[src/dsqu_pkg.sv]
// Package for the disjoint-set quick-union unit.
// Holds the table size, field widths, sequencer states and memory request type.
// No dependencies.
package dsqu_pkg;

    // Number of nodes in the parent table
    localparam int NODES = 16;
    // Width of a table index and of a walk step counter
    localparam int NODE_W = (NODES > 1) ? $clog2(NODES) : 1;
    // Fixed widths of the word fields
    localparam int FIELD_W = 4;

    // Request operation codes
    localparam logic OP_QUERY = 1'b0;
    localparam logic OP_UNION = 1'b1;

    // Sequencer states
    typedef enum logic [1:0] {
        S_IDLE,
        S_WALK_A,
        S_WALK_B,
        S_DONE
    } state_t;

    // Access request to the parent table: one read and one write port
    typedef struct packed {
        logic              rd_en;
        logic [NODE_W-1:0] rd_addr;
        logic              wr_en;
        logic [NODE_W-1:0] wr_addr;
        logic [NODE_W-1:0] wr_data;
    } mem_req_t;

endpackage

[src/dsqu_if.sv]
// Valid/ready channel interfaces for request and result words.
// Depends on dsqu_pkg for the field widths.
interface dsqu_req_if;
    logic                         valid;
    logic                         ready;
    logic                         operation;
    logic [dsqu_pkg::FIELD_W-1:0] node_a;
    logic [dsqu_pkg::FIELD_W-1:0] node_b;

    modport source (output valid, output operation, output node_a, output node_b,
                    input ready);
    modport sink   (input valid, input operation, input node_a, input node_b,
                    output ready);
endinterface

interface dsqu_rsp_if;
    logic                         valid;
    logic                         ready;
    logic                         result_flag;
    logic [dsqu_pkg::FIELD_W-1:0] root_a;
    logic [dsqu_pkg::FIELD_W-1:0] root_b;

    modport source (output valid, output result_flag, output root_a, output root_b,
                    input ready);
    modport sink   (input valid, input result_flag, input root_a, input root_b,
                    output ready);
endinterface

[src/dsqu_parent_ram.sv]
// Parent table: synchronous RAM with one read and one write port and registered read data.
// Per-entry valid bits make an unwritten entry read back as its own index.
// Depends on dsqu_pkg.
module dsqu_parent_ram (
    input  logic                        clk,
    input  logic                        rst_n,
    input  dsqu_pkg::mem_req_t          req,
    output logic [dsqu_pkg::NODE_W-1:0] rd_data
);

    logic [dsqu_pkg::NODE_W-1:0] mem [dsqu_pkg::NODES];
    logic [dsqu_pkg::NODES-1:0]  valid_reg;
    logic [dsqu_pkg::NODE_W-1:0] rd_data_reg;
    logic [dsqu_pkg::NODE_W-1:0] rd_addr_reg;
    logic                        rd_hit_reg;

    // Storage array and registered read data
    always_ff @(posedge clk)
    begin
        if (req.wr_en)
        begin
            mem[req.wr_addr] <= req.wr_data;
        end
        if (req.rd_en)
        begin
            rd_data_reg <= mem[req.rd_addr];
            rd_addr_reg <= req.rd_addr;
        end
    end

    // Valid bits, cleared at reset so every node starts as its own root
    always_ff @(posedge clk or negedge rst_n)
    begin
        if (!rst_n)
        begin
            valid_reg  <= '0;
            rd_hit_reg <= 1'b0;
        end
        else
        begin
            if (req.wr_en)
            begin
                valid_reg[req.wr_addr] <= 1'b1;
            end
            if (req.rd_en)
            begin
                rd_hit_reg <= valid_reg[req.rd_addr];
            end
        end
    end

    assign rd_data = rd_hit_reg ? rd_data_reg : rd_addr_reg;

endmodule

[src/disjoint_set_quick_union_unit.sv]
// Disjoint-set quick-union unit: top level with the find sequencer.
// Depends on dsqu_pkg, dsqu_if and dsqu_parent_ram.
//
// Usage:
//   req carries a request word (operation, node_a, node_b); it is taken when
//   valid and ready are both high. rsp carries one result word per request
//   (result_flag, root_a, root_b) under the same handshake.
//   The unit walks parent links of node_a, then of node_b, one table read per
//   cycle through the single read port of the parent RAM. Each walk is capped
//   at NODES reads. The result word is loaded into the output register as the
//   unit returns to idle, where it can take the next request.
//   A union that merges writes the first root's link in the final cycle.
//   Reset leaves every node its own root (valid bits in the RAM, no sweep).
//   When the receiver stalls, the result stays in the output register; the
//   unit still takes and works on the next request, and holds in its final
//   step until the output register is free.
module disjoint_set_quick_union_unit (
    input logic       clk,
    input logic       rst_n,
    dsqu_req_if.sink   req,
    dsqu_rsp_if.source rsp
);

    localparam logic [dsqu_pkg::NODE_W-1:0] LAST_STEP = dsqu_pkg::NODE_W'(dsqu_pkg::NODES - 1);

    dsqu_pkg::state_t            state_reg, state_next;
    logic [dsqu_pkg::NODE_W-1:0] cur_reg, cur_next;
    logic [dsqu_pkg::NODE_W-1:0] step_reg, step_next;
    logic                        op_reg, op_next;
    logic                        skip_reg, skip_next;
    logic [dsqu_pkg::FIELD_W-1:0] b_reg, b_next;
    logic [dsqu_pkg::FIELD_W-1:0] ra_reg, ra_next;
    logic [dsqu_pkg::FIELD_W-1:0] rb_reg, rb_next;

    logic                         out_valid_reg, out_valid_next;
    logic                         out_flag_reg, out_flag_next;
    logic [dsqu_pkg::FIELD_W-1:0] out_ra_reg, out_ra_next;
    logic [dsqu_pkg::FIELD_W-1:0] out_rb_reg, out_rb_next;

    dsqu_pkg::mem_req_t          mem_req;
    logic [dsqu_pkg::NODE_W-1:0] up;

    logic accept;
    logic out_free;
    logic in_range;
    logic walk_stop;
    logic at_root;
    logic roots_equal;

    dsqu_parent_ram u_ram (
        .clk     (clk),
        .rst_n   (rst_n),
        .req     (mem_req),
        .rd_data (up)
    );

    // Handshake and walk conditions
    assign req.ready   = (state_reg == dsqu_pkg::S_IDLE);
    assign accept      = req.valid && req.ready;
    assign out_free    = !out_valid_reg || rsp.ready;
    assign in_range    = (32'(req.node_a) < dsqu_pkg::NODES) &&
                         (32'(req.node_b) < dsqu_pkg::NODES);
    assign at_root     = (up == cur_reg) || (32'(up) >= dsqu_pkg::NODES);
    assign walk_stop   = at_root || (step_reg == LAST_STEP);
    assign roots_equal = (ra_reg == rb_reg);

    // Next state
    always_comb
    begin
        state_next = state_reg;
        case (state_reg)
            dsqu_pkg::S_IDLE:
            begin
                if (accept)
                begin
                    state_next = in_range ? dsqu_pkg::S_WALK_A : dsqu_pkg::S_DONE;
                end
            end
            dsqu_pkg::S_WALK_A:
            begin
                if (walk_stop)
                begin
                    state_next = dsqu_pkg::S_WALK_B;
                end
            end
            dsqu_pkg::S_WALK_B:
            begin
                if (walk_stop)
                begin
                    state_next = dsqu_pkg::S_DONE;
                end
            end
            dsqu_pkg::S_DONE:
            begin
                if (out_free)
                begin
                    state_next = dsqu_pkg::S_IDLE;
                end
            end
            default:
            begin
                state_next = dsqu_pkg::S_IDLE;
            end
        endcase
    end

    // Datapath, memory requests and output register loads
    always_comb
    begin
        cur_next       = cur_reg;
        step_next      = step_reg;
        op_next        = op_reg;
        skip_next      = skip_reg;
        b_next         = b_reg;
        ra_next        = ra_reg;
        rb_next        = rb_reg;
        out_valid_next = out_valid_reg && !rsp.ready;
        out_flag_next  = out_flag_reg;
        out_ra_next    = out_ra_reg;
        out_rb_next    = out_rb_reg;
        mem_req        = '0;
        case (state_reg)
            dsqu_pkg::S_IDLE:
            begin
                if (accept)
                begin
                    op_next   = req.operation;
                    skip_next = !in_range;
                    b_next    = req.node_b;
                    ra_next   = req.node_a;
                    rb_next   = req.node_b;
                    cur_next  = dsqu_pkg::NODE_W'(req.node_a);
                    step_next = '0;
                    if (in_range)
                    begin
                        mem_req.rd_en   = 1'b1;
                        mem_req.rd_addr = dsqu_pkg::NODE_W'(req.node_a);
                    end
                end
            end
            dsqu_pkg::S_WALK_A:
            begin
                if (walk_stop)
                begin
                    // Root of the first node found; start on the second
                    ra_next         = dsqu_pkg::FIELD_W'(at_root ? cur_reg : up);
                    cur_next        = dsqu_pkg::NODE_W'(b_reg);
                    step_next       = '0;
                    mem_req.rd_en   = 1'b1;
                    mem_req.rd_addr = dsqu_pkg::NODE_W'(b_reg);
                end
                else
                begin
                    cur_next        = up;
                    step_next       = step_reg + 1'b1;
                    mem_req.rd_en   = 1'b1;
                    mem_req.rd_addr = up;
                end
            end
            dsqu_pkg::S_WALK_B:
            begin
                if (walk_stop)
                begin
                    rb_next = dsqu_pkg::FIELD_W'(at_root ? cur_reg : up);
                end
                else
                begin
                    cur_next        = up;
                    step_next       = step_reg + 1'b1;
                    mem_req.rd_en   = 1'b1;
                    mem_req.rd_addr = up;
                end
            end
            dsqu_pkg::S_DONE:
            begin
                if (out_free)
                begin
                    out_valid_next = 1'b1;
                    out_ra_next    = ra_reg;
                    out_rb_next    = rb_reg;
                    if (skip_reg)
                    begin
                        out_flag_next = 1'b0;
                    end
                    else if (op_reg == dsqu_pkg::OP_QUERY)
                    begin
                        out_flag_next = roots_equal;
                    end
                    else
                    begin
                        out_flag_next = !roots_equal;
                        // Merge: first root now points at the second root
                        mem_req.wr_en   = !roots_equal;
                        mem_req.wr_addr = dsqu_pkg::NODE_W'(ra_reg);
                        mem_req.wr_data = dsqu_pkg::NODE_W'(rb_reg);
                    end
                end
            end
            default:
            begin
                mem_req = '0;
            end
        endcase
    end

    // Control registers
    always_ff @(posedge clk or negedge rst_n)
    begin
        if (!rst_n)
        begin
            state_reg     <= dsqu_pkg::S_IDLE;
            out_valid_reg <= 1'b0;
        end
        else
        begin
            state_reg     <= state_next;
            out_valid_reg <= out_valid_next;
        end
    end

    // Payload registers
    always_ff @(posedge clk)
    begin
        cur_reg      <= cur_next;
        step_reg     <= step_next;
        op_reg       <= op_next;
        skip_reg     <= skip_next;
        b_reg        <= b_next;
        ra_reg       <= ra_next;
        rb_reg       <= rb_next;
        out_flag_reg <= out_flag_next;
        out_ra_reg   <= out_ra_next;
        out_rb_reg   <= out_rb_next;
    end

    assign rsp.valid       = out_valid_reg;
    assign rsp.result_flag = out_flag_reg;
    assign rsp.root_a      = out_ra_reg;
    assign rsp.root_b      = out_rb_reg;

endmodule

[src/flat_wrapper.sv]
// flat-port wrapper written by rule: the top's interface ports become plain ports
module disjoint_set_quick_union_unit_flat 
  (clk, rst_n, req_valid, req_operation, req_node_a, req_node_b, req_ready, rsp_valid, rsp_result_flag, rsp_root_a, rsp_root_b, rsp_ready);
  dsqu_req_if req_i ();
  dsqu_rsp_if rsp_i ();
  input logic clk;
  input logic rst_n;
  input wire logic [$bits(req_i.valid)-1:0] req_valid;
  input wire logic [$bits(req_i.operation)-1:0] req_operation;
  input wire logic [$bits(req_i.node_a)-1:0] req_node_a;
  input wire logic [$bits(req_i.node_b)-1:0] req_node_b;
  output wire logic [$bits(req_i.ready)-1:0] req_ready;
  output wire logic [$bits(rsp_i.valid)-1:0] rsp_valid;
  output wire logic [$bits(rsp_i.result_flag)-1:0] rsp_result_flag;
  output wire logic [$bits(rsp_i.root_a)-1:0] rsp_root_a;
  output wire logic [$bits(rsp_i.root_b)-1:0] rsp_root_b;
  input wire logic [$bits(rsp_i.ready)-1:0] rsp_ready;
  assign req_i.valid = req_valid;
  assign req_i.operation = req_operation;
  assign req_i.node_a = req_node_a;
  assign req_i.node_b = req_node_b;
  assign req_ready = req_i.ready;
  assign rsp_valid = rsp_i.valid;
  assign rsp_result_flag = rsp_i.result_flag;
  assign rsp_root_a = rsp_i.root_a;
  assign rsp_root_b = rsp_i.root_b;
  assign rsp_i.ready = rsp_ready;
  disjoint_set_quick_union_unit u_core (.clk(clk), .rst_n(rst_n), .req(req_i), .rsp(rsp_i));
endmodule
[config.mk]
export PLATFORM = sky130hd
export DESIGN_NAME = disjoint_set_quick_union_unit_flat
export DESIGN_NICKNAME = d
export VERILOG_FILES = /design/src/dsqu_pkg.sv /design/src/dsqu_if.sv /design/src/dsqu_parent_ram.sv /design/src/disjoint_set_quick_union_unit.sv /design/src/flat_wrapper.sv
export SDC_FILE = /design/constraint.sdc
export NUM_CORES = 1
export LEC_CHECK = 0
export BUFFER_PORTS_ARGS = -buffer_cell sky130_fd_sc_hd__buf_4
export CORE_UTILIZATION = 35
export CTS_CLUSTER_DIAMETER = 30
export DETAILED_ROUTE_END_ITERATION = 16
export HOLD_SLACK_MARGIN = 0.08
export SLEW_MARGIN = 20
export SYNTH_ARGS = -nofsm -noshare
export SYNTH_HDL_FRONTEND = slang
export SYNTH_SLANG_ARGS = --single-unit
export TNS_END_PERCENT = 100
[constraint.sdc]
create_clock -name clk -period 8.14 [get_ports clk]
set_input_delay 1.221 -clock clk [delete_from_list [all_inputs] [get_ports clk]]
set_output_delay 1.221 -clock clk [all_outputs]
set_load 0.02 [all_outputs]
==> metrics list, run 1 <==
* Number of diodes: 0
* Setup CP Type: reg2reg
- After global routing the overflow that remains totals 0.
* Bufs and invs on worst path: 1
- Time the worst path needs with I/O delays and setup: 4.24 ns
* Overall die area: roughly 0.016 sq mm
- Most used flip-flop cell after synthesis: sky130_fd_sc_hd__edfxtp_1
- Synthesis produced a netlist with a net count of 442.
- Setup violations remaining at the end of the flow were counted as 0.
- The core region is 0.0148 sq mm.
- In this run, the clock network consumes about a quarter of the power.
- Die boundary height: 126 um
- Horizontal extent of the die: approximately 130 um
* Via-to-Cell Ratio: about 5.3
- Slowest cell on crit path: sky130_fd_sc_hd__o41ai_2
* Static leakage: 2.21 nW
* Cell count after placement: ~610
* Class of the tightest hold or removal check: reg2reg
- The final count of pins violating max slew came to 0.
- On the critical path the largest part of the delay comes from compound AO/OA/AOI/OAI gates.
- After detailed routing, the average wire length per cell comes to 18.7 um.
* # nets final: 468
* Arrival time of data at the critical path endpoint: 4.52 ns
- Via count of the first global-routing pass: 3,379
- At the later pin of the worst-skew pair, clock insertion delay measures roughly 0.41 ns.
- Number of distinct library cells after synthesis: 54
- After clock tree synthesis, the flow added hold-fix buffers numbering 0.
* Number of clock buffers inserted by TritonCTS: 17
* Worst ir drop on vdd: roughly 0.22 mV
- Number of flip-flops under the largest register name: 64
* Count of max-cap constraint violations: 0
- After routing, the total negative slack on setup checks comes to 0 ns.
* Detailed-route via count: 3,420
* Internal Dissipation: around 1.8 mW
- For this configuration, the core starts out at a cell density of a little over a third.
* Final RePlAce weighted congestion: 0.826
* Async SR Flop Fraction: approximately 16%
* Maximum number of pins on one net before global-route repair: 25
- Summed over all nets, the switching power comes to ~1.0 mW.
- STA classifies the critical path startpoint as a flop.
- After clock tree synthesis, the clock-pin slew on the worst setup and hold paths is approximately 0.050 ns.
- TritonCTS built the clock tree.
- The flow ran to the end, and the final reports show no timing, DRC or antenna violations.
- The first global-routing pass estimated 18,800 um of wire.
* Ratio of total power to cell area: 450 mW/mm^2
- Peak fanout along the critical path: 24
- For this run, design rule violations remaining after detail routing come to 0.
- RSZ-0062 raised after global routing: false
* Input/output buffers: 23
- For this block, the routed nets add up to ~12,000 um of wire.
- Number of synthesized flops with an enable pin: about 100
- STA classifies the critical path endpoint as a flop.
- Of the total power, the share spent switching nets is a little under two fifths.
- Counting every sink on the clock net gives roughly 120.
- Required arrival time at the worst endpoint: between 8 and 9 ns
- Number of synthesis warnings: 0
- In the final layout, the share of cells above drive strength 1 is ~18%.
- Compared with the post-synthesis result, the final layout area differs by 16.9%.
* Number of setup buffers added after CTS: 0
- The tree is rooted in a sky130_fd_sc_hd__clkbuf_16.
- The worst path uses a little over half of the clock period.
- In this run, the number of DRC markers left after iteration 0 of detailed routing was roughly 240.
- The number of gates resized after CTS was 0.
- Initial antenna violation count: 0
* Max stage delay on crit path: roughly 0.84 ns
- Derived from the worst setup path, the maximum achievable clock frequency is 236 MHz.
- Synthesis produced a netlist whose cell count is 422.
* Endpoints failing hold: 0
- Post-synthesis area per instance: approximately 13 sq um
- Cell Area, Placed: between 0.005 and 0.006 sq mm
* Worst rel slew slack: 30.6%
- The finished cells cover 0.00626 sq mm.
- Multi-input combinational cell area: 0.00167 sq mm
- Transition time of the tightest slew-check pin: between 1 and 1.5 ns
* Dpl hpwl: 8250 um
- Filler Cells Inserted: around 1,400
- Across every metal layer, demand over resource in global routing totals between 10% and 20%.
* Std-Cell Rows: 44
- The sequential cells in the finished layout cover a total of 0.00356 sq mm.
- The finished layout holds about 650 standard cells, fillers aside.
- Cell breakdown of the critical path: mux2i_1 -> xnor2_1 -> o41ai_2 -> o221a_4 -> inv_2 -> or2_4 -> o2111ai_1 -> o22ai_1 -> or3_1
* H-tree lvl count: 4
* Total standard cell area after synthesis: approximately 0.0054 sq mm
* Maximum clock insertion buffer count: 2
* Sequential-to-total area share from yosys stat: approximately 67%
- Fraction of power consumed by combinational cells: between 30% and 40%
* Worst Clk Skew: 0.00483 ns
- Power share of the sequential group: 35.0%
- The first TritonRoute pass finished after 5 iterations.
- In this run the count of I/O pins placed on the die edge is 24.
- Number of synthesized register bits: approximately 120
* Antenna Nets Post-Route: 0
==> kinds of logic (layout without fill, tap and decap cells) <==
| kind of cell | Yosys count | count (layout) | synth area share (%) |
|---|---|---|---|
| multiplexers | 8 | 8 | 2.10 |
| buffers and inverters | 26 | 65 | 2.31 |
| adder cells (fa/ha/maj) | 7 | 7 | 1.63 |
| AND/OR/NAND/NOR | 174 | 174 | 15.3 |
| AO/OA/AOI/OAI | 75 | 75 | 10.5 |
| flip-flops | 122 | 122 | 66.5 |
| XOR/XNOR | 10 | 10 | 1.63 |
==> through the flow <==
step                      power [mW]  hold slack (ns)  setup slack (ns)  utilization (%)
after floorplan                 1.80            0.424              4.97                -
after global routing            2.98            0.484              3.64             42.4
after global placement          2.06            0.443              4.07             38.5
after detailed placement        2.08            0.443              4.00             38.5
final                           2.82            0.455              3.90             42.4
after CTS                       2.83            0.456              3.96             42.4
==> worst paths after layout <==
path / start / end / slack (ns) / depth (start not counted)
min: u_core.u_ram.valid_reg[10]$_DFFE_PN0P_ / u_core.u_ram.valid_reg[10]$_DFFE_PN0P_ / 0.46 / 1
min in group asynchronous: rst_n / u_core.u_ram.valid_reg[0]$_DFFE_PN0P_ / 0.70 / 1
max in group asynchronous: rst_n / u_core.u_ram.valid_reg[11]$_DFFE_PN0P_ / 7.20 / 1
min reg2reg: u_core.u_ram.valid_reg[10]$_DFFE_PN0P_ / u_core.u_ram.valid_reg[10]$_DFFE_PN0P_ / 0.46 / 1
max reg2reg: u_core.u_ram.rd_hit_reg$_DFFE_PN0P_ / u_core.u_ram.rd_hit_reg$_DFFE_PN0P_ / 3.90 / 9
max: u_core.u_ram.rd_hit_reg$_DFFE_PN0P_ / u_core.u_ram.rd_hit_reg$_DFFE_PN0P_ / 3.90 / 9
==> routing by layer <==
| layer | part of all wire, % | global-route usage, % | vias to the layer above |
|---|---|---|---|
| li1 | - | - | 1606 |
| met4 | 1.5 | 6.60 | 0 |
| met5 | 0 | 0 | - |
| met1 | 45 | 21.3 | 1689 |
| met3 | 6.3 | 4.50 | 16 |
| met2 | 47 | 25.4 | 109 |
==> power groups by stage <==
stage | Combinational, mW | Clock (mW) | Sequential, mW
2_1_floorplan | 0.826 | 0 | 0.975
3_3_place_gp | 1.07 | 0 | 0.995
3_5_place_dp | 1.09 | 0 | 0.996
4_1_cts | 1.09 | 0.746 | 0.986
5_1_grt | 1.21 | 0.771 | 1.00
6_report | 1.09 | 0.737 | 0.986
==> cells in the mapped netlist, types with 8 or more instances <==
master | instances | area [sq um]
sky130_fd_sc_hd__or2_2 | 18 | 113
sky130_fd_sc_hd__edfxtp_1 | 102 | 3060
sky130_fd_sc_hd__clkbuf_1 | 8 | 30.0
sky130_fd_sc_hd__a21oi_1 | 14 | 70.1
sky130_fd_sc_hd__dfrtp_1 | 20 | 500
sky130_fd_sc_hd__nor2_1 | 45 | 169
sky130_fd_sc_hd__a31oi_1 | 12 | 75.1
sky130_fd_sc_hd__nand2_1 | 53 | 199
sky130_fd_sc_hd__xnor2_1 | 9 | 78.8
sky130_fd_sc_hd__nand3_1 | 23 | 115
sky130_fd_sc_hd__o211ai_1 | 12 | 90.1
sky130_fd_sc_hd__and2_1 | 9 | 56.3
==> cell type report <==
class | instances | share of cell area (%)
clock inverter | 10 | 2.00
tap | 184 | 3.68
inverter | 8 | 0.480
clock buffer | 22 | 7.25
multi-input combinational | 274 | 26.7
timing repair buffer | 25 | 3.00
sequential | 122 | 56.9
==> placed cells by master (no fill, tap or decap), drive strengths merged, types with 2 or more instances in the layout <==
cell type / synthesis / layout
and3: 2 / 2
buf: 10 / 25
nand3: 23 / 23
nand2b: 5 / 5
a211oi: 3 / 3
a31oi: 12 / 12
nor2: 45 / 45
mux2i: 5 / 5
o211ai: 12 / 12
or3: 3 / 3
dfrtp: 20 / 20
nand3b: 2 / 2
ha: 7 / 7
o311ai: 2 / 2
nand4: 2 / 2
o211a: 4 / 4
xnor2: 9 / 9
inv: 8 / 8
clkbuf: 8 / 22
nor3: 4 / 4
a21oi: 14 / 14
clkinv: 0 / 6
nand2: 54 / 54
mux2: 3 / 3
nor2b: 4 / 4
or2: 19 / 19
o21ai: 11 / 11
bufinv: 0 / 3
edfxtp: 102 / 102
and2: 9 / 9
o32a: 5 / 5
==> worst register-to-register path, stage by stage, from the launching register on <==
cell	delay, ns
sky130_fd_sc_hd__dfrtp_1	0.58
sky130_fd_sc_hd__mux2i_1	0.57
sky130_fd_sc_hd__xnor2_1	0.18
sky130_fd_sc_hd__o41ai_2	0.84
sky130_fd_sc_hd__o221a_4	0.53
sky130_fd_sc_hd__inv_2	0.27
sky130_fd_sc_hd__or2_4	0.40
sky130_fd_sc_hd__o2111ai_1	0.21
sky130_fd_sc_hd__o22ai_1	0.10
sky130_fd_sc_hd__or3_1	0.43
(Power assumes the default switching activity.)
==> inputs of run 2 (changes only) <==
Clock period 8.14 ns to 3.75 ns, I/O delays scaled along.
==> run 2 against run 1 <==
First-iteration DRC count rose by 23%. Register-to-register slack got worse by 3.6 ns. Critical endpoint is now u_core.u_ram.rd_data_reg[2]$_DFFE_PP_. Largest power group unchanged. Cell area rose by 2.3%. Flip-flop and latch count did not move. Clock skew rose by 0.013 ns. Highest routed layer unchanged. Hold slack got worse by 0.12 ns. Clock power rose by 130%.
==> metrics list, run 2 (synthesis gave the netlist of run 1 again) <==
- Iteration-0 DRC count of the detailed router: 297 (+23%)
* Overall die area: 0.0158 sq mm (unchanged)
- Initial Util: 36.3% (unchanged)
* Maximum number of pins on one net before global-route repair: 21 (-16%)
* Cell Area, Placed: 0.00577 sq mm (+1.6%)
- The initial antenna violation count was 0 (unchanged).
- Total congestion overflow after global routing: 0 (unchanged)
* Clock insertion delay at the later pin of the skew report: 0.42 ns (about the same)
* Number of diodes: 0 (unchanged)
* Maximum clock insertion buffer count: 2 (unchanged)
* Clock-pin slew of the registers on the worst-case setup and hold paths: 0.05 ns (about the same)
- Maximum achievable frequency: 289 MHz (+22%)
- Static leakage: 2.29 nW (+3.9%)
* Kind of start point of the critical path: flop
- Horizontal extent of the die: 126 um (unchanged)
- The average routed wire per standard cell is 19.1 um (+2.1%).
- In the layout the commonest cells are sky130_fd_sc_hd__edfxtp_1 (102), sky130_fd_sc_hd__nand2_1 (53), sky130_fd_sc_hd__nor2_1 (45).
* Global-route wire length before repair: 20,100 um (+6.6%)
- Number of setup buffers added after CTS: 0 (unchanged)
* Core outline area: 0.0148 sq mm (unchanged)
* Detailed-route via count: 3,468 (+1.4%)
- The number of flip-flops in the largest register was 64 (unchanged).
- The period utilization is 92.4% (+40 points).
- Ratio of total power to cell area: 996 mW/mm^2 (+120%)
* Std-Cell Rows: 44 (unchanged)
- The detail-routed via count per cell is 5.27 (-0.60%).
- Total detailed-routing wirelength: 12,600 um (+4.2%)
- Clock tree from TritonCTS: yes
* Total DRC errors in the routed layout: 0 (unchanged)
- The number of top-level pins came to 24 (unchanged).
- The cell sitting at the root of the clock tree is a sky130_fd_sc_hd__clkbuf_16.
- Input/output buffers: 23 (unchanged)
- The worst-margin pin slew came to 0.774 ns (-0.255 ns).
- The instance count along the most critical hold path was 1 (unchanged).
- Endpoints failing hold: 0 (unchanged)
* Antenna Nets Post-Route: 0 (unchanged)
* Area overhead of the layout relative to synthesis: 19.5%
- The worst setup path is captured at a flop.
* Required arrival time at the worst endpoint: 3.90 ns (-4.52 ns)
- The via count of the first global-routing pass was 3,534 (+4.6%).
- Number of setup violations in the final report: 0 (unchanged)
- Total routing usage reported by global routing: 17.2% (+0.98 points)
* RSZ-0062 raised after global routing: false
- The overall die height came to 126 um (unchanged).
- Number of clock buffers inserted by TritonCTS: 17 (unchanged)
* Arrival time of data at the critical path endpoint: 3.62 ns (-0.90 ns)
- The post-route standard cell area excluding fillers came to 0.00640 sq mm (+2.3%).
- The count of max-cap constraint violations was 0 (unchanged).
- H-tree lvl count: 4 (unchanged)
- The final count of pins violating max slew is 0 (unchanged).
- The library cell used most frequently in the layout, excluding fill and tap cells, is sky130_fd_sc_hd__edfxtp_1.
- The core occupancy in the finished layout is 43.4% (+0.96 points).
- Total negative setup slack: 0 ns (unchanged)
* Final RePlAce weighted congestion: 0.874 (+5.8%)
* Run status: complete, no violations
* Peak fanout along the critical path: 18 (-25%)
* Worst Clk Skew: 0.0174 ns (+0.0125 ns)
- Worst rel slew slack: 48.4% (+18 points)
* Dpl hpwl: 8720 um (+5.8%)
- The fill cell total of the finished layout is 1,362 (+0.74%).
- Count of cells along the worst register-to-register path: 9 (unchanged)
- Worst ir drop on vdd: 0.601 mV (+180%)
- By startpoint and endpoint, the worst setup path is classified as reg2reg.
* Fraction of layout cells with a size suffix above 1: 20.5% (+2.9 points)
* # nets final: 481 (+2.8%)
* Time the worst path needs with I/O delays and setup: 3.47 ns (-0.773 ns)
* TritonCTS sink count: 122 (unchanged)
* Class of the tightest hold or removal check: in2reg
- Number of detailed-route iterations in the first pass: 5 (unchanged)
-- run 2: path summary, 6_finish.rpt --
path / startpoint / endpoint / slack [ns]
max in group asynchronous: rst_n / u_core.u_ram.valid_reg[10]$_DFFE_PN0P_ / 2.91
min in group asynchronous: rst_n / u_core.u_ram.valid_reg[14]$_DFFE_PN0P_ / 0.58
worst min register to register: u_core.u_ram.valid_reg[10]$_DFFE_PN0P_ / u_core.u_ram.valid_reg[10]$_DFFE_PN0P_ / 0.47
worst max-delay path: u_core.u_ram.rd_hit_reg$_DFFE_PN0P_ / u_core.u_ram.rd_data_reg[2]$_DFFE_PP_ / 0.28
worst max register to register: u_core.u_ram.rd_hit_reg$_DFFE_PN0P_ / u_core.u_ram.rd_data_reg[2]$_DFFE_PP_ / 0.28
worst min-delay path: req_operation / u_core.op_reg$_DFFE_PP_ / 0.33
-- run 2: power breakdown --
part / switching, mW / internal [mW]
registers: 0.214 / 1.93
logic: 1.58 / 0.964
clock network: 0.565 / 1.13
-- run 2: layout make-up --
class	instances	area, sq um	share of cell area [%]
clock buffers	20	447	6.98
flip-flops and latches	122	3560	55.7
repair buffers	38	288	4.49
well taps	184	230	3.60
multi-input cells	274	1670	26.1
inverters	8	30.0	0.469
clock inverters	12	174	2.72
-- run 2: routing by layer --
layer	track usage [%]	share of wire (%)	wire length (um)	vias to the layer above
met3	4.93	5.3	667	14
met1	24.1	49	6110	1731
met4	6.81	1.2	157	0
met5	0	0	0	-
met2	25.1	45	5640	91
li1	-	-	-	1632
-- run 2: repair_timing --
| item | CTS | global route |
|---|---|---|
| gates resized for setup | 0 | 0 |
| hold buffers | 1 | 0 |
| endpoints found under the hold margin | 20 | 0 |
-- run 2: critical path: stages (launching register included) --
cell	delay, ns
sky130_fd_sc_hd__dfrtp_1	0.58
sky130_fd_sc_hd__mux2i_2	0.44
sky130_fd_sc_hd__xnor2_1	0.16
sky130_fd_sc_hd__o41ai_2	0.36
sky130_fd_sc_hd__mux2_2	0.41
sky130_fd_sc_hd__a221oi_4	0.33
sky130_fd_sc_hd__nand2_2	0.28
sky130_fd_sc_hd__or2_2	0.37
sky130_fd_sc_hd__a31oi_1	0.19
sky130_fd_sc_hd__o211ai_1	0.10
-- run 2: metrics by stage --
step / hold WS [ns] / std cells / power, mW / worst slack, ns
2_1_floorplan: 0.267 / 422 / 3.91 / 0.838
5_1_grt: 0.315 / 658 / 6.76 / 0.0202
6_report: 0.333 / 658 / 6.38 / 0.285
4_1_cts: 0.310 / 658 / 6.40 / 0.321
3_5_place_dp: 0.456 / 625 / 4.69 / 0.343
3_3_place_gp: 0.447 / 625 / 4.65 / 0.383
